--- src/rtl/core/yuv422_to_rgb_pixel_pair_assert.svh ---
// assertion macros for the yuv422 to rgb pixel pair block
`ifndef YUV422_TO_RGB_PIXEL_PAIR_ASSERT_SVH
`define YUV422_TO_RGB_PIXEL_PAIR_ASSERT_SVH

// condition holds on every edge out of reset
`define YRGB_ASSERT_ALWAYS(label, clk, rst_n, cond) \
    label: assert property (@(posedge clk) disable iff (!rst_n) (cond)) \
        else $error("assertion failed");

// consequent holds on the edge after the antecedent, reset included
`define YRGB_ASSERT_NEXT(label, clk, ante, cons) \
    label: assert property (@(posedge clk) (ante) |=> (cons)) \
        else $error("assertion failed");

`endif

--- src/rtl/core/yrgb_pkg.sv ---
// shared types and constants for the yuv422 to rgb pixel pair pipeline
`default_nettype none
package yrgb_pkg;

    localparam int unsigned ByteW = 8;
    localparam int unsigned OfsW  = 9;
    localparam int unsigned ProdW = 18;
    localparam int unsigned TermW = 19;
    localparam int unsigned SumW  = 20;

    localparam logic signed [OfsW-1:0]  LumaOfs    = 9'sd16;
    localparam logic signed [OfsW-1:0]  ChromaOfs  = 9'sd128;
    localparam logic signed [ProdW-1:0] CoefLuma   = 18'sd298;
    localparam logic signed [ProdW-1:0] CoefBlue   = 18'sd516;
    localparam logic signed [ProdW-1:0] CoefRed    = 18'sd409;
    localparam logic signed [ProdW-1:0] CoefGreenB = 18'sd100;
    localparam logic signed [ProdW-1:0] CoefGreenR = 18'sd208;
    localparam logic signed [TermW-1:0] RoundAdd   = 19'sd128;
    localparam logic [ByteW-1:0]        ChMax      = 8'd255;

    typedef struct packed {
        logic [ByteW-1:0]        grey_first;
        logic [ByteW-1:0]        grey_second;
        logic signed [ProdW-1:0] luma_first;
        logic signed [ProdW-1:0] luma_second;
        logic signed [ProdW-1:0] blue_cb;
        logic signed [ProdW-1:0] green_cb;
        logic signed [ProdW-1:0] green_cr;
        logic signed [ProdW-1:0] red_cr;
    } prod_t;

    typedef struct packed {
        logic [ByteW-1:0]        grey_first;
        logic [ByteW-1:0]        grey_second;
        logic signed [ProdW-1:0] luma_first;
        logic signed [ProdW-1:0] luma_second;
        logic signed [TermW-1:0] blue_term;
        logic signed [TermW-1:0] green_term;
        logic signed [TermW-1:0] red_term;
    } term_t;

    typedef struct packed {
        logic [ByteW-1:0]       grey_first;
        logic [ByteW-1:0]       grey_second;
        logic signed [SumW-1:0] blue_first;
        logic signed [SumW-1:0] green_first;
        logic signed [SumW-1:0] red_first;
        logic signed [SumW-1:0] blue_second;
        logic signed [SumW-1:0] green_second;
        logic signed [SumW-1:0] red_second;
    } chan_t;

    typedef struct packed {
        logic [ByteW-1:0] blue_first;
        logic [ByteW-1:0] green_first;
        logic [ByteW-1:0] red_first;
        logic [ByteW-1:0] blue_second;
        logic [ByteW-1:0] green_second;
        logic [ByteW-1:0] red_second;
        logic [ByteW-1:0] grey_first;
        logic [ByteW-1:0] grey_second;
    } pix_t;

    // floor of sum / 256, clamped to 0..255
    function automatic logic [ByteW-1:0] shift_clamp(input logic signed [SumW-1:0] sum);
        logic [ByteW-1:0] res;
        if (sum[SumW-1]) begin
            res = '0;
        end else if (sum[SumW-2:2*ByteW] != '0) begin
            res = ChMax;
        end else begin
            res = sum[2*ByteW-1:ByteW];
        end
        return res;
    endfunction

endpackage
`default_nettype wire

--- src/rtl/core/yrgb_product.sv ---
// stage one: offset removal and constant products
`default_nettype none
module yrgb_product (
    input  wire logic                          aclk,
    input  wire logic                          aresetn,
    input  wire logic                          in_valid,
    output logic                               in_ready,
    input  wire logic [yrgb_pkg::ByteW-1:0]    luma_first,
    input  wire logic [yrgb_pkg::ByteW-1:0]    chroma_red_side,
    input  wire logic [yrgb_pkg::ByteW-1:0]    luma_second,
    input  wire logic [yrgb_pkg::ByteW-1:0]    chroma_blue_side,
    output logic                               out_valid,
    input  wire logic                          out_ready,
    output yrgb_pkg::prod_t                    out_data
);

    logic                  valid_reg;
    yrgb_pkg::prod_t       data_reg;
    yrgb_pkg::prod_t       data_next;
    logic signed [yrgb_pkg::OfsW-1:0] y1;
    logic signed [yrgb_pkg::OfsW-1:0] y2;
    logic signed [yrgb_pkg::OfsW-1:0] cr;
    logic signed [yrgb_pkg::OfsW-1:0] cb;

    assign in_ready = !valid_reg || out_ready;

    always_comb begin
        y1 = $signed({1'b0, luma_first}) - yrgb_pkg::LumaOfs;
        y2 = $signed({1'b0, luma_second}) - yrgb_pkg::LumaOfs;
        cr = $signed({1'b0, chroma_red_side}) - yrgb_pkg::ChromaOfs;
        cb = $signed({1'b0, chroma_blue_side}) - yrgb_pkg::ChromaOfs;
        data_next.grey_first  = luma_first;
        data_next.grey_second = luma_second;
        data_next.luma_first  = yrgb_pkg::ProdW'(y1) * yrgb_pkg::CoefLuma;
        data_next.luma_second = yrgb_pkg::ProdW'(y2) * yrgb_pkg::CoefLuma;
        data_next.blue_cb     = yrgb_pkg::ProdW'(cb) * yrgb_pkg::CoefBlue;
        data_next.green_cb    = yrgb_pkg::ProdW'(cb) * yrgb_pkg::CoefGreenB;
        data_next.green_cr    = yrgb_pkg::ProdW'(cr) * yrgb_pkg::CoefGreenR;
        data_next.red_cr      = yrgb_pkg::ProdW'(cr) * yrgb_pkg::CoefRed;
    end

    always_ff @(posedge aclk) begin
        if (!aresetn) begin
            valid_reg <= 1'b0;
        end else if (in_ready) begin
            valid_reg <= in_valid;
        end
    end

    always_ff @(posedge aclk) begin
        if (in_ready && in_valid) begin
            data_reg <= data_next;
        end
    end

    assign out_valid = valid_reg;
    assign out_data  = data_reg;

endmodule
`default_nettype wire

--- src/rtl/core/yrgb_term.sv ---
// stage two: chroma terms with rounding
`default_nettype none
module yrgb_term (
    input  wire logic            aclk,
    input  wire logic            aresetn,
    input  wire logic            in_valid,
    output logic                 in_ready,
    input  wire yrgb_pkg::prod_t in_data,
    output logic                 out_valid,
    input  wire logic            out_ready,
    output yrgb_pkg::term_t      out_data
);

    logic            valid_reg;
    yrgb_pkg::term_t data_reg;
    yrgb_pkg::term_t data_next;

    assign in_ready = !valid_reg || out_ready;

    always_comb begin
        data_next.grey_first  = in_data.grey_first;
        data_next.grey_second = in_data.grey_second;
        data_next.luma_first  = in_data.luma_first;
        data_next.luma_second = in_data.luma_second;
        data_next.blue_term   = yrgb_pkg::TermW'(in_data.blue_cb) + yrgb_pkg::RoundAdd;
        data_next.green_term  = yrgb_pkg::RoundAdd - yrgb_pkg::TermW'(in_data.green_cb)
                                - yrgb_pkg::TermW'(in_data.green_cr);
        data_next.red_term    = yrgb_pkg::TermW'(in_data.red_cr) + yrgb_pkg::RoundAdd;
    end

    always_ff @(posedge aclk) begin
        if (!aresetn) begin
            valid_reg <= 1'b0;
        end else if (in_ready) begin
            valid_reg <= in_valid;
        end
    end

    always_ff @(posedge aclk) begin
        if (in_ready && in_valid) begin
            data_reg <= data_next;
        end
    end

    assign out_valid = valid_reg;
    assign out_data  = data_reg;

endmodule
`default_nettype wire

--- src/rtl/core/yrgb_channel.sv ---
// stage three: luma plus chroma term per channel
`default_nettype none
module yrgb_channel (
    input  wire logic            aclk,
    input  wire logic            aresetn,
    input  wire logic            in_valid,
    output logic                 in_ready,
    input  wire yrgb_pkg::term_t in_data,
    output logic                 out_valid,
    input  wire logic            out_ready,
    output yrgb_pkg::chan_t      out_data
);

    logic            valid_reg;
    yrgb_pkg::chan_t data_reg;
    yrgb_pkg::chan_t data_next;
    logic signed [yrgb_pkg::SumW-1:0] l1;
    logic signed [yrgb_pkg::SumW-1:0] l2;
    logic signed [yrgb_pkg::SumW-1:0] tb;
    logic signed [yrgb_pkg::SumW-1:0] tg;
    logic signed [yrgb_pkg::SumW-1:0] tr;

    assign in_ready = !valid_reg || out_ready;

    always_comb begin
        l1 = yrgb_pkg::SumW'(in_data.luma_first);
        l2 = yrgb_pkg::SumW'(in_data.luma_second);
        tb = yrgb_pkg::SumW'(in_data.blue_term);
        tg = yrgb_pkg::SumW'(in_data.green_term);
        tr = yrgb_pkg::SumW'(in_data.red_term);
        data_next.grey_first   = in_data.grey_first;
        data_next.grey_second  = in_data.grey_second;
        data_next.blue_first   = l1 + tb;
        data_next.green_first  = l1 + tg;
        data_next.red_first    = l1 + tr;
        data_next.blue_second  = l2 + tb;
        data_next.green_second = l2 + tg;
        data_next.red_second   = l2 + tr;
    end

    always_ff @(posedge aclk) begin
        if (!aresetn) begin
            valid_reg <= 1'b0;
        end else if (in_ready) begin
            valid_reg <= in_valid;
        end
    end

    always_ff @(posedge aclk) begin
        if (in_ready && in_valid) begin
            data_reg <= data_next;
        end
    end

    assign out_valid = valid_reg;
    assign out_data  = data_reg;

endmodule
`default_nettype wire

--- src/rtl/core/yrgb_clamp.sv ---
// stage four: shift, clamp and output register
`default_nettype none
module yrgb_clamp (
    input  wire logic            aclk,
    input  wire logic            aresetn,
    input  wire logic            in_valid,
    output logic                 in_ready,
    input  wire yrgb_pkg::chan_t in_data,
    output logic                 out_valid,
    input  wire logic            out_ready,
    output yrgb_pkg::pix_t       out_data
);

    logic           valid_reg;
    yrgb_pkg::pix_t data_reg;
    yrgb_pkg::pix_t data_next;

    assign in_ready = !valid_reg || out_ready;

    always_comb begin
        data_next.blue_first   = yrgb_pkg::shift_clamp(in_data.blue_first);
        data_next.green_first  = yrgb_pkg::shift_clamp(in_data.green_first);
        data_next.red_first    = yrgb_pkg::shift_clamp(in_data.red_first);
        data_next.blue_second  = yrgb_pkg::shift_clamp(in_data.blue_second);
        data_next.green_second = yrgb_pkg::shift_clamp(in_data.green_second);
        data_next.red_second   = yrgb_pkg::shift_clamp(in_data.red_second);
        data_next.grey_first   = in_data.grey_first;
        data_next.grey_second  = in_data.grey_second;
    end

    always_ff @(posedge aclk) begin
        if (!aresetn) begin
            valid_reg <= 1'b0;
        end else if (in_ready) begin
            valid_reg <= in_valid;
        end
    end

    always_ff @(posedge aclk) begin
        if (in_ready && in_valid) begin
            data_reg <= data_next;
        end
    end

    assign out_valid = valid_reg;
    assign out_data  = data_reg;

endmodule
`default_nettype wire

--- src/rtl/core/yuv422_to_rgb_pixel_pair.sv ---
// each input transaction is registered in the product, term, channel and clamp stages, in that order
// throughput: one packed word per cycle while m_ready is high, set by the four-stage register pipeline
// each stage takes a transaction whenever it is empty or its successor is taking one
// reset (aresetn low, synchronous) empties every stage; data registers are not cleared
`default_nettype none
`include "yuv422_to_rgb_pixel_pair_assert.svh"
module yuv422_to_rgb_pixel_pair (
    input  wire logic       aclk,
    input  wire logic       aresetn,
    input  wire logic       s_valid,
    output logic            s_ready,
    input  wire logic [7:0] s_luma_first,
    input  wire logic [7:0] s_chroma_red_side,
    input  wire logic [7:0] s_luma_second,
    input  wire logic [7:0] s_chroma_blue_side,
    output logic            m_valid,
    input  wire logic       m_ready,
    output logic [7:0]      m_blue_first,
    output logic [7:0]      m_green_first,
    output logic [7:0]      m_red_first,
    output logic [7:0]      m_blue_second,
    output logic [7:0]      m_green_second,
    output logic [7:0]      m_red_second,
    output logic [7:0]      m_grey_first,
    output logic [7:0]      m_grey_second
);

    logic            prod_valid;
    logic            prod_ready;
    yrgb_pkg::prod_t prod_data;
    logic            term_valid;
    logic            term_ready;
    yrgb_pkg::term_t term_data;
    logic            chan_valid;
    logic            chan_ready;
    yrgb_pkg::chan_t chan_data;
    yrgb_pkg::pix_t  pix_data;

    yrgb_product u_product (
        .aclk             (aclk),
        .aresetn          (aresetn),
        .in_valid         (s_valid),
        .in_ready         (s_ready),
        .luma_first       (s_luma_first),
        .chroma_red_side  (s_chroma_red_side),
        .luma_second      (s_luma_second),
        .chroma_blue_side (s_chroma_blue_side),
        .out_valid        (prod_valid),
        .out_ready        (prod_ready),
        .out_data         (prod_data)
    );

    yrgb_term u_term (
        .aclk      (aclk),
        .aresetn   (aresetn),
        .in_valid  (prod_valid),
        .in_ready  (prod_ready),
        .in_data   (prod_data),
        .out_valid (term_valid),
        .out_ready (term_ready),
        .out_data  (term_data)
    );

    yrgb_channel u_channel (
        .aclk      (aclk),
        .aresetn   (aresetn),
        .in_valid  (term_valid),
        .in_ready  (term_ready),
        .in_data   (term_data),
        .out_valid (chan_valid),
        .out_ready (chan_ready),
        .out_data  (chan_data)
    );

    yrgb_clamp u_clamp (
        .aclk      (aclk),
        .aresetn   (aresetn),
        .in_valid  (chan_valid),
        .in_ready  (chan_ready),
        .in_data   (chan_data),
        .out_valid (m_valid),
        .out_ready (m_ready),
        .out_data  (pix_data)
    );

    assign m_blue_first   = pix_data.blue_first;
    assign m_green_first  = pix_data.green_first;
    assign m_red_first    = pix_data.red_first;
    assign m_blue_second  = pix_data.blue_second;
    assign m_green_second = pix_data.green_second;
    assign m_red_second   = pix_data.red_second;
    assign m_grey_first   = pix_data.grey_first;
    assign m_grey_second  = pix_data.grey_second;

    // a free output lets the whole pipeline advance
    `YRGB_ASSERT_ALWAYS(a_ready_chain, aclk, aresetn, !m_ready || s_ready)
    `YRGB_ASSERT_NEXT(a_reset_empty, aclk, !aresetn, !m_valid && !chan_valid && !term_valid)
    `YRGB_ASSERT_NEXT(a_chan_moves, aclk, aresetn && chan_valid && chan_ready, m_valid)

endmodule
`default_nettype wire
--- config.mk ---
export PLATFORM = sky130hd
export DESIGN_NAME = yuv422_to_rgb_pixel_pair
export DESIGN_NICKNAME = d
export VERILOG_FILES = /design/src/rtl/core/yrgb_pkg.sv /design/src/rtl/core/yrgb_product.sv /design/src/rtl/core/yrgb_term.sv /design/src/rtl/core/yrgb_channel.sv /design/src/rtl/core/yrgb_clamp.sv /design/src/rtl/core/yuv422_to_rgb_pixel_pair.sv
export VERILOG_INCLUDE_DIRS = /design/src /design/src/rtl/core
export SDC_FILE = /design/constraint.sdc
export NUM_CORES = 1
export LEC_CHECK = 0
export BUFFER_PORTS_ARGS = -buffer_cell sky130_fd_sc_hd__buf_4
export CELL_PAD_IN_SITES_DETAIL_PLACEMENT = 1
export CELL_PAD_IN_SITES_GLOBAL_PLACEMENT = 1
export CORE_MARGIN = 4
export CORE_UTILIZATION = 55
export DETAILED_ROUTE_END_ITERATION = 7
export PLACE_DENSITY_LB_ADDON = 0.2
export SYNTH_ARGS = -nofsm -noshare
export SYNTH_HDL_FRONTEND = slang
export SYNTH_SLANG_ARGS = --single-unit
--- constraint.sdc ---
create_clock -name aclk -period 15.24 [get_ports aclk]
set_input_delay 0 -clock aclk [delete_from_list [all_inputs] [get_ports aclk]]
set_output_delay 0 -clock aclk [all_outputs]
set_load 0.1 [all_outputs]
# Word-level counts from Yosys, hierarchy flattened

Cells that the tools add are included.

Multiplexer cells: 6
Reduce and logical (&&, ||, !) cells: 18
$mul: 6
Add/sub/neg operators: 14

Operators with widths:

| cell                                                | number |
|---|---|
| adder 18 x 19 -> 20 bit                             | 6 |
| two-way mux 8 bit                                   | 6 |
| adder 18 x 9 -> 19 bit (second input constant)      | 2 |
| multiplier 9 x 9 -> 17 bit (second input constant)  | 2 |
| subtractor 19 x 18 -> 19 bit                        | 1 |
| multiplier 9 x 10 -> 18 bit (second input constant) | 1 |
| nonzero test 3 bit                                  | 6 |
| subtractor 8 x 5 -> 9 bit (second input constant)   | 2 |
| subtractor 8 x 8 -> 9 bit (second input constant)   | 2 |
| subtractor 9 x 17 -> 18 bit (first input constant)  | 1 |
| multiplier 9 x 9 -> 16 bit (second input constant)  | 1 |
| multiplier 9 x 6 -> 15 bit (second input constant)  | 1 |
| multiplier 9 x 5 -> 14 bit (second input constant)  | 1 |
| logical AND 1 bit                                   | 4 |
| zero test 1 bit                                     | 4 |
| logical OR 1 bit                                    | 4 |

Output and inout bits: 66
Input port bits: 36
Register bits after elaboration: 424
Logic and storage cells: 79

# Longest topological paths before layout

Gate-level depths: netlist of the first run.

Depth in word-level cells: 6
Depth in mapped cells: 19

# Hierarchy

Synthesis of the first run repeated with hierarchy kept, for this count alone.

Cell total of the unflattened synthesis: 2138
Area total of the unflattened synthesis: 25844.8 µm²

By module, submodules not included:

| module       | cells each | area an instance (µm²) | sequential area each (µm²) | times used |
|---|---|---|---|---|
| yrgb_channel | 843        | 9401.5                 | 4103.9                     | 1 |
| yrgb_product | 788        | 9061.2                 | 3143.0                     | 1 |
| yrgb_term    | 324        | 4838.4                 | 3293.2                     | 1 |
| yrgb_clamp   | 183        | 2543.7                 | 1941.9                     | 1 |

# Worst setup path after synthesis of the first run

Ideal clock, no wire load.

Path kind: register -> register
Start: register u_clamp.valid_reg (netlist: u_clamp.out_valid)
End: register u_channel.data_reg (netlist bit u_channel.out_data[108]) (enable)
Path buffers: 0
Required time: 14.571 ns
Clock period less this slack: 8.018 ns
Slack: 7.222 ns
Arrival: 7.349 ns
Cell stages (with the launch flop): 3
Setup time: 0.669 ns
Cells stage by stage: dfxtp_1 nor2b_1 a21boi_0

Word-level cells in the longest chain between the ends: 4

Ends and longest elaborated chain:

| what                     | RTL line           | text |
|---|---|---|
| start: declaration       | yrgb_clamp.sv:14   | `logic valid_reg;` |
| start signal: assignment | yrgb_clamp.sv:35   | `valid_reg <= in_valid;` |
| zero test 1 bit          | yrgb_clamp.sv:18   | `assign in_ready = !valid_reg \|\| out_ready;` |
| logical OR 1 bit         | yrgb_clamp.sv:18   |  |
| logical OR 1 bit         | yrgb_channel.sv:23 | `assign in_ready = !valid_reg \|\| out_ready;` |
| logical AND 1 bit        | yrgb_channel.sv:50 | `if (in_ready && in_valid) begin` |
| end signal: assignment   | yrgb_channel.sv:51 | `data_reg <= data_next;` |
| end: declaration         | yrgb_channel.sv:15 | `yrgb_pkg::chan_t data_reg;` |

No other way between the ends.
A chain may end at the register's enable or synchronous reset.

==> impl_metrics.csv, run 1 <==
group,metric,value,unit
status,status,"finished clean",
logic_synthesis,syn_area_per_cell,12.3,µm²
place,gp_congestion,0.856,
layout,final_nets,2297,
clocking,cts_htree_levels,2,
timing,fmax,224,MHz
job,maxCapViolCount,0,
power,p_total,3.47,mW
clocking,post_cts_buffers,0,
logic_synthesis,syn_area,21300,µm²
critical_path,cp_common_cell,"ha_1",
timing,rsz0062_at_grt,"no",
clocking,ctsResizeCount,0,
route,routedWlPerCell,20.4,µm
critical_path,critical_path_class,"primary input to register",
floorplanning,ioPinCount,102,
route,ant_nets,0,
global_route,grt_pass1_wl,80.3,mm
worst_hold_path,hp-class,"primary input to register",
critical_path,worstPathRequired,15.54,ns
timing,period_needed,4.47,ns
worst_hold_path,min_path_cells,3,
route,num_vias,13621,
logic_synthesis,synthTopCellsByCount,"edfxtp_1, ha_1, inv_1",
clocking,clk_pin_slew,0.06,ns
clocking,clock-sinks,357,
route,via_per_inst,5.59,
logic_synthesis,ys_seq_area_frac,0.502,
critical_path,r2r_start,"u_product.out_data[56]",
power,power_density,143,nW/µm²
clocking,insertion_delay,0.57,ns
place,dp_hpwl,38.2,mm
logic_synthesis,async_reset_ff_frac,0,
place,post-place-ws,10.76,ns
critical_path,slowest_delay,0.61,ns
route,first_iter_violations,712,
critical_path,r2r-end,"u_term.out_data[37]",
route,wirelength,49.8,mm
global_route,grt_overflow,0,
timing,worst_pin_slew,1.17,ns
floorplanning,die_area,41900,µm²
logic_synthesis,yosysWarnings,0,
place,placed_cell_area,22700,µm²
timing,finClkSkew,0.0292,ns
logic_synthesis,yosys-top-cells-area,"edfxtp_1, ha_1, fa_1, xnor2_1, inv_1",
timing,finalSetupTns,0,ns
logic_synthesis,synth_edf_count,353,
critical_path,critPathMaxFanout,5,
critical_path,path_cells,"dlygate4sd3_1 -> buf_4 -> inv_1 -> ha_1 -> xor2_1 -> ha_1 -> ha_1 -> ha_1 -> inv_1 -> fa_1 -> inv_1 -> ha_1 -> a21oi_1 -> o21ai_0 -> nor4_1 -> a211oi_1 -> nor4_1 -> o21bai_1 -> xnor2_1",
critical_path,critPathTopFamily,"adder cells",
global_route,antenna_found_initial,0,
logic_synthesis,yosys.area.top_type,"edfxtp_1",
critical_path,cp.depth,19,
timing,slew_headroom,0.217,
timing,hold_slack,0.0561,ns
logic_synthesis,ys.flop_type,"edfxtp_1",
place,portBuffers,101,
global_route,grtUsageTotal,0.245,
critical_path,critPathLaunch,"s_luma_first[4]",
critical_path,crit_path_start_kind,"primary input",
power,leakage,10.3,nW
logic_synthesis,synth_seq_cells,357,
critical_path,critPathCaptureType,"register",
global_route,grt_max_degree,89,
clocking,cts_tree,"built",
logic_synthesis,syn-num-nets,2129,
layout,post-route-cell-area,24300,µm²
critical_path,path_buf_inv,5,
power,ir_drop,90.4,µV
clocking,cts_made_buffers,40,
floorplanning,core-area,37900,µm²
logic_synthesis,syn_inst,1729,
logic_synthesis,yosysUniqueCellTypes,65,
critical_path,rrSetupSlack,11.24,ns
timing,hold_viol_final,0,
floorplanning,initial_utilization,0.561,
layout,syn2layout_area_growth,14.3,%
critical_path,reg2regPathDepth,13,
route,firstDrtPassIters,5,
timing,drv_slew,0,
global_route,grt_pass1_vias,14991,
critical_path,critPathArrivalTime,4.77,ns
layout,antennaDiodeCount,0,
clocking,ctsRootBufferMaster,"clkbuf_16",
logic_synthesis,synth.most_common_cell,"edfxtp_1",
clocking,cts.path.max_buffers,3,
worst_hold_path,holdCritStartpoint,"s_chroma_red_side[6]",
timing,fin_crit_sh,0.293,
timing,setup_viol,0,
critical_path,cpMaxStageDelayCell,"fa_1",
floorplanning,num_rows,71,
floorplanning,dieHeight,205,µm
timing,setup_ws,10.77,ns
layout,drive_gt1_frac,0.0961,
floorplanning,fp.dieW,205,µm
route,drc,0,
logic_synthesis,synth_top_area_frac,0.498,
worst_hold_path,hold_end,"u_product.out_data[32]",
## through the flow
| stage | utilization | std cells |
|---|---|---|
| 6_report | 0.641 | 2437 |
| 5_1_grt | 0.641 | 2437 |
| 3_5_place_dp | 0.598 | 2333 |
| 2_1_floorplan | - | 1729 |
| 3_3_place_gp | 0.598 | 2333 |
| 4_1_cts | 0.641 | 2437 |
## how the worst max path moves through the flow
stage / end / slack [ns]
floorplan: u_channel.out_data[108] / 7.22
global placement: u_product.out_data[89] / 10.92
detailed placement: u_product.out_data[107] / 10.76
CTS: u_product.out_data[107] / 10.79
global route: u_product.out_data[107] / 10.37
finish: u_product.out_data[107] / 10.77
## tightest hold or removal path: stages
cell and delay [ns]:
buf_4 0.13, ha_1 0.23, xnor2_1 0.14
## metal layers
layer  global-route usage  wire length [µm]
met1                0.308             20900
met3               0.0353              1850
met2                0.436             25400
met4               0.0816              1690
met5                    0                 0
## power breakdown
group | internal (mW) | switching (mW)
Clock | 0.573 | 0.386
Combinational | 0.472 | 0.667
Sequential | 1.29 | 0.0840
## cell usage in the layout (no fill, tap or decap), types with 5 or more instances in the layout
master,Yosys,final
edfxtp_1,353,353
ha_1,313,313
inv_1,209,209
nor2_1,158,158
buf_4,0,107
xnor2_1,102,102
a21oi_1,93,93
xor2_1,53,53
fa_1,51,51
nand2_1,41,41
clkbuf_16,0,40
o21ai_0,38,38
nand3_1,36,36
dlygate4sd3_1,0,33
a21o_1,32,32
nor3_1,24,24
o21a_1,23,23
nor2b_1,21,19
and3_1,13,13
nand2b_1,13,13
o21bai_1,12,12
or3_1,12,12
nand4_1,11,11
clkbuf_1,7,10
a31oi_1,9,9
a211oi_1,8,8
nor4_1,6,6
o211ai_1,5,5
a21boi_0,6,5
nor3b_1,5,5
and2_1,6,5
o31ai_1,5,5
bufinv_16,0,5
clkinv_1,0,5
clkinv_2,0,5
## registers in the layout, summed over array words and instances, names as in the netlist
register	count
u_product.out_data	104
u_term.out_data	97
u_channel.out_data	88
u_clamp.out_data	64
u_channel.out_valid	1
u_clamp.out_valid	1
u_product.out_valid	1
u_term.out_valid	1
## cell families (layout without fill, tap and decap cells)
logic type                 after synthesis  count (layout)  synth area share
xor gates and xnor gates               155             155            0.0638
AOI/OAI and AO/OA                      266             266            0.0806
buffers and inverters                  223             420            0.0397
and+or+nand+nor                        357             357            0.0788
adders and majority gates              364             364             0.232
muxes                                    7               7           0.00353
DFF                                    357             357             0.502
## what timing repair did
| action | in CTS | in global routing |
|---|---|---|
| endpoints found under the setup margin | 0 | 0 |
| hold endpoints to repair | 47 | 0 |
| hold buffers | 33 | 0 |
## area by class of cell
class,instances,area [µm²]
repair buffers,140,1130
multi-input cells,1149,9790
well taps,511,639
flip-flops and latches,357,10700
inverters,209,785
fillers,3797,13600
clock inverters,21,264
clock buffers,50,1040
Note: power is estimated with default switching activity, not from simulation.
==> inputs of run 2 (changes only) <==
CORE_UTILIZATION = 46   (was 55)
clock period = 3.85 ns   (was 15.24 ns; I/O delays follow)
==> run 2 against run 1 <==
Net effect: clock skew is 0.010 ns lower; critical path depth decreased by 3; global-route usage is 5.5 points lower; sequential power rose to 3.9 times the previous value; first-iteration DRC count decreased by 22%; highest routed layer unchanged; clock power rose to 3.8 times the previous value; design area rose by 2.1%; via count fell by 1.4%; register-to-register slack got worse by 11 ns; wire length fell by 7.3%; die area increased by 19%; worst hold slack worse by 0.047 ns.
==> impl_metrics.csv, run 2 (synthesis gave the netlist of run 1 again) <==
group,metric,value,unit
status,status,"finished clean",
global_route,grt_pass1_vias,14399,
clocking,cts.path.max_buffers,3,
clocking,insertion_delay,0.56,ns
critical_path,crit_path_start_kind,"primary input",
timing,hold_viol_final,0,
clocking,clock-sinks,357,
floorplanning,num_rows,78,
layout,ff_latch_area,10700,µm²
timing,period_needed,3.73,ns
route,via_per_inst,5.21,
critical_path,critPathCaptureType,"register",
floorplanning,ioPinCount,102,
timing,rsz0062_at_grt,"yes",
critical_path,critPathArrivalTime,4.03,ns
route,routedWlPerCell,17.9,µm
critical_path,critPathMaxFanout,5,
critical_path,worstPathRequired,4.15,ns
timing,fmax,268,MHz
floorplanning,initial_utilization,0.467,
clocking,ctsRootBufferMaster,"clkbuf_16",
floorplanning,dieHeight,223,µm
route,first_iter_violations,558,
timing,setup_ws,0.119,ns
timing,setup_viol,0,
route,wirelength,46.2,mm
job,maxCapViolCount,0,
place,portBuffers,101,
layout,nFillCells,4678,
timing,worst_pin_slew,0.879,ns
global_route,grt_max_degree,65,
power,ir_drop,288,µV
global_route,grtUsageTotal,0.189,
place,post-place-ws,-0.335,ns
global_route,grt_overflow,0,
place,dp_hpwl,36.8,mm
layout,largest_reg_flops,104,
clocking,cts_htree_levels,2,
floorplanning,die_area,49800,µm²
timing,drv_slew,0,
layout,final_cell_mix,"edfxtp_1, ha_1, inv_1",
layout,syn2layout_area_growth,16.7,%
power,leakage,10.6,nW
place,gp_congestion,0.868,
floorplanning,fp.dieW,223,µm
clocking,clk_pin_slew,0.06,ns
route,ant_nets,0,
route,firstDrtPassIters,5,
clocking,post_cts_buffers,0,
layout,drive_gt1_frac,0.126,
route,num_vias,13435,
worst_hold_path,hp-class,"primary input to register",
timing,slew_headroom,0.414,
clocking,cts_tree,"built",
layout,final_nets,2351,
global_route,antenna_found_initial,0,
timing,fin_crit_sh,0.969,
route,drc,0,
layout,mostFrequentLayoutCell,"edfxtp_1",
power,power_density,550,nW/µm²
critical_path,critical_path_class,"primary input to register",
clocking,cts_made_buffers,40,
timing,hold_slack,0.00898,ns
global_route,grt_pass1_wl,75.8,mm
timing,finClkSkew,0.0188,ns
floorplanning,core-area,45600,µm²
layout,multi_input_area,9860,µm²
layout,antennaDiodeCount,0,
## run 2: area by class of cell
cell class | instances | share of cell area
flip-flops and latches | 357 | 0.430
clock inverters | 21 | 0.00806
multi-input cells | 1149 | 0.397
repair buffers | 194 | 0.0622
well taps | 600 | 0.0302
inverters | 209 | 0.0316
clock buffers | 47 | 0.0413
## run 2: worst max-delay path, stage by stage
cell and delay, ns:
dlygate4sd3_1 0.55, buf_4 0.17, nor3b_4 0.22, buf_4 0.16, ha_1 0.22, ha_1 0.29
inv_1 0.09, fa_1 0.45, fa_1 0.57, inv_1 0.05, ha_1 0.34, buf_4 0.16
a21o_1 0.15, a21o_1 0.22, a311oi_2 0.27, xnor2_1 0.10
## run 2: what timing repair did
action                     in CTS  in global routing
hold endpoints to repair       44                  3
setup endpoints to repair       0                  8
hold buffers                   31                  1
gates resized for setup         0                  6
## run 2: power by group
part	internal (mW)	switching, mW	leakage (nW)
registers	5.11	0.316	3.35
logic	2.06	2.59	6.65
clock network	2.11	1.50	0.597
## run 2: stage by stage
step            util  area [µm²]  power, mW  TNS, ns  instances
2_1_floorplan      -       21300       8.60   -31.50       1729
3_3_place_gp   0.511       23300       9.84    -1.11       2478
3_5_place_dp   0.511       23300       10.1    -3.16       2478
4_1_cts        0.545       24800       13.8        0       2577
5_1_grt        0.545       24800       14.6  -0.0196       2577
6_report       0.545       24800       13.7        0       2577
## run 2: final timing paths
check	start	endpoint	slack, ns	depth (start not counted)
worst max-delay path	s_luma_second[7]	u_product.out_data[88]	0.12	16
worst min-delay path	s_chroma_red_side[7]	u_product.out_data[35]	0.009	3
worst max register to register	u_product.out_data[56]	u_term.out_data[36]	0.38	15
worst min register to register	u_product.out_data[94]	u_term.out_data[79]	0.41	0
## run 2: metal layers
| layer | part of all wire | routed length [µm] | GRT usage |
|---|---|---|---|
| met5 | 0 | 0 | 0 |
| met1 | 0.45 | 20800 | 0.253 |
| met2 | 0.49 | 22500 | 0.323 |
| met3 | 0.035 | 1630 | 0.0301 |
| met4 | 0.027 | 1240 | 0.0529 |
==> inputs of run 3 (changes only) <==
GPL_TIMING_DRIVEN = 0   (was default)
SETUP_SLACK_MARGIN = 0.1   (was default)
clock period = 3.1 ns   (was 3.85 ns; I/O delays follow)
==> run 3 against run 2 <==
Net effect: the flow now finishes with violations (negative setup slack); register-to-register slack lost 0.31 ns; clock power grew 26%; critical path depth increased by 3; sequential share of layout area shrank 3.0 points; first-iteration DRC count rose by 2.9%; sequential power is 24% higher; die area is the same; total power increased by 35%; final cell count increased by 1.9%; clock skew shrank 0.0065 ns; largest power group is now combinational logic.
==> impl_metrics.csv, run 3 (synthesis gave the netlist of run 1 again) <==
group,metric,value,unit
clocking,cts_made_buffers,39,
global_route,grt_pass1_wl,80.7,mm
timing,drv_slew,0,
layout,multi_input_area,11100,µm²
critical_path,critPathCaptureType,"register",
route,firstDrtPassIters,5,
global_route,grt_max_degree,105,
worst_hold_path,hp-class,"primary input to register",
critical_path,crit_path_start_kind,"primary input",
timing,setup_ws,-0.141,ns
floorplanning,fp.dieW,223,µm
layout,final_cell_mix,"edfxtp_1, ha_1, inv_1",
timing,hold_viol_final,0,
clocking,insertion_delay,0.55,ns
timing,period_needed,3.24,ns
clocking,cts.path.max_buffers,3,
clocking,clk_pin_slew,0.06,ns
timing,rsz0062_at_grt,"yes",
floorplanning,core-area,45600,µm²
clocking,ctsRootBufferMaster,"clkbuf_16",
timing,worst_pin_slew,0.868,ns
floorplanning,ioPinCount,102,
job,maxCapViolCount,0,
place,dp_hpwl,36.9,mm
floorplanning,num_rows,78,
floorplanning,dieHeight,223,µm
power,power_density,690,nW/µm²
power,leakage,11.0,nW
route,via_per_inst,5.34,
route,num_vias,14014,
global_route,use_met3,0.0361,
global_route,grt_overflow,0,
critical_path,worstPathRequired,3.39,ns
place,gp_congestion,0.837,
route,ant_nets,0,
critical_path,critical_path_class,"primary input to register",
timing,finalSetupTns,-0.779,ns
global_route,use_met2,0.358,
layout,mostFrequentLayoutCell,"edfxtp_1",
layout,nFillCells,4487,
floorplanning,die_area,49800,µm²
timing,hold_slack,0.0476,ns
layout,antennaDiodeCount,0,
floorplanning,initial_utilization,0.467,
status,status,"finished, violations left",
timing,fin_crit_sh,1.05,
global_route,grt_util_met1,0.259,
global_route,grtUsageTotal,0.205,
layout,syn2layout_area_growth,25.4,%
clocking,cts_tree,"built",
place,portBuffers,101,
route,first_iter_violations,574,
layout,ff_latch_area,10700,µm²
timing,finClkSkew,0.0124,ns
timing,fmax,309,MHz
layout,drive_gt1_frac,0.224,
clocking,clock-sinks,357,
status,violations,"negative setup slack",
timing,slew_headroom,0.420,
route,routedWlPerCell,20.3,µm
global_route,grt_pass1_vias,14915,
critical_path,critPathMaxFanout,3,
power,ir_drop,427,µV
power,p_total,18.4,mW
clocking,cts_htree_levels,2,
timing,setup_viol,10,
layout,final_nets,2395,
global_route,antenna_found_initial,0,
global_route,grt-busiest-layer,"met2",
route,drc,0,
route,wirelength,53.3,mm
layout,largest_reg_flops,104,
critical_path,critPathArrivalTime,3.53,ns
==> run 3: cell count changes in the layout (fill, tap and decap cells not counted), sizes merged <==
cell	before	now
buf	163	196
bufinv	3	2
clkbuf	47	55
clkinv	13	16
clkinvlp	2	4
dlygate4sd3	31	32
dlymetal6s4s	0	4
inv	212	210
==> run 3: power breakdown <==
group	total, mW	switching (mW)	leakage [nW]	internal [mW]
Sequential	6.76	0.414	3.35	6.34
Combinational	7.12	3.81	7.03	3.31
Clock	4.54	1.89	0.619	2.64
==> run 3: layout make-up <==
class / instances / share of cell area
flip-flops and latches: 357 / 0.400
repair buffers: 225 / 0.0766
inverters: 209 / 0.0316
clock buffers: 48 / 0.0402
clock inverters: 23 / 0.00698
multi-input cells: 1149 / 0.414
plain buffers: 14 / 0.00225
well taps: 600 / 0.0281
==> run 3: timing repair <==
action                     CTS  global route
pin swaps                   83            83
hold buffers                33             3
cloned                       0             0
resized for setup           99            88
hold endpoints to repair    48             3
setup endpoints to repair   24            27
buffers inserted            47            35
==> run 3: metal layers <==
layer | share of wire | wire length, µm
met1 | 0.41 | 22100
met2 | 0.51 | 27000
met3 | 0.043 | 2280
met4 | 0.035 | 1860
met5 | 0 | 0
==> run 3: through the flow <==
stage	worst slack, ns	util	instance area, µm²	cells
finish	-0.141	0.586	26700	2625
global route	-0.272	0.586	26700	2625
CTS	-0.228	0.568	25900	2588
detailed placement	-1.10	0.514	23400	2437
global placement	-1.25	0.511	23300	2430
floorplan	-0.474	-	21800	1729
==> run 3: critical path, cell delays in order <==
cell and delay, ns:
buf_12 0.12, inv_16 0.05, ha_4 0.15, nor3b_4 0.21
buf_6 0.16, ha_4 0.22, ha_4 0.26, inv_2 0.03
fa_1 0.48, fa_1 0.56, inv_2 0.07, ha_4 0.23
inv_4 0.07, buf_6 0.10, o21bai_4 0.07, a21o_1 0.15
a21o_1 0.19, a311oi_2 0.29, xnor2_1 0.11
==> run 3: path summary, 6_finish.rpt <==
check                           slack (ns)                      to  depth (start not counted)                    from
worst max-delay path                 -0.14  u_product.out_data[88]                         19        s_luma_second[4]
worst min-delay path                  0.05  u_product.out_data[26]                          3    s_chroma_red_side[4]
worst max register to register        0.07     u_term.out_data[36]                         12  u_product.out_data[57]
worst min register to register        0.41     u_term.out_data[81]                          0  u_product.out_data[96]
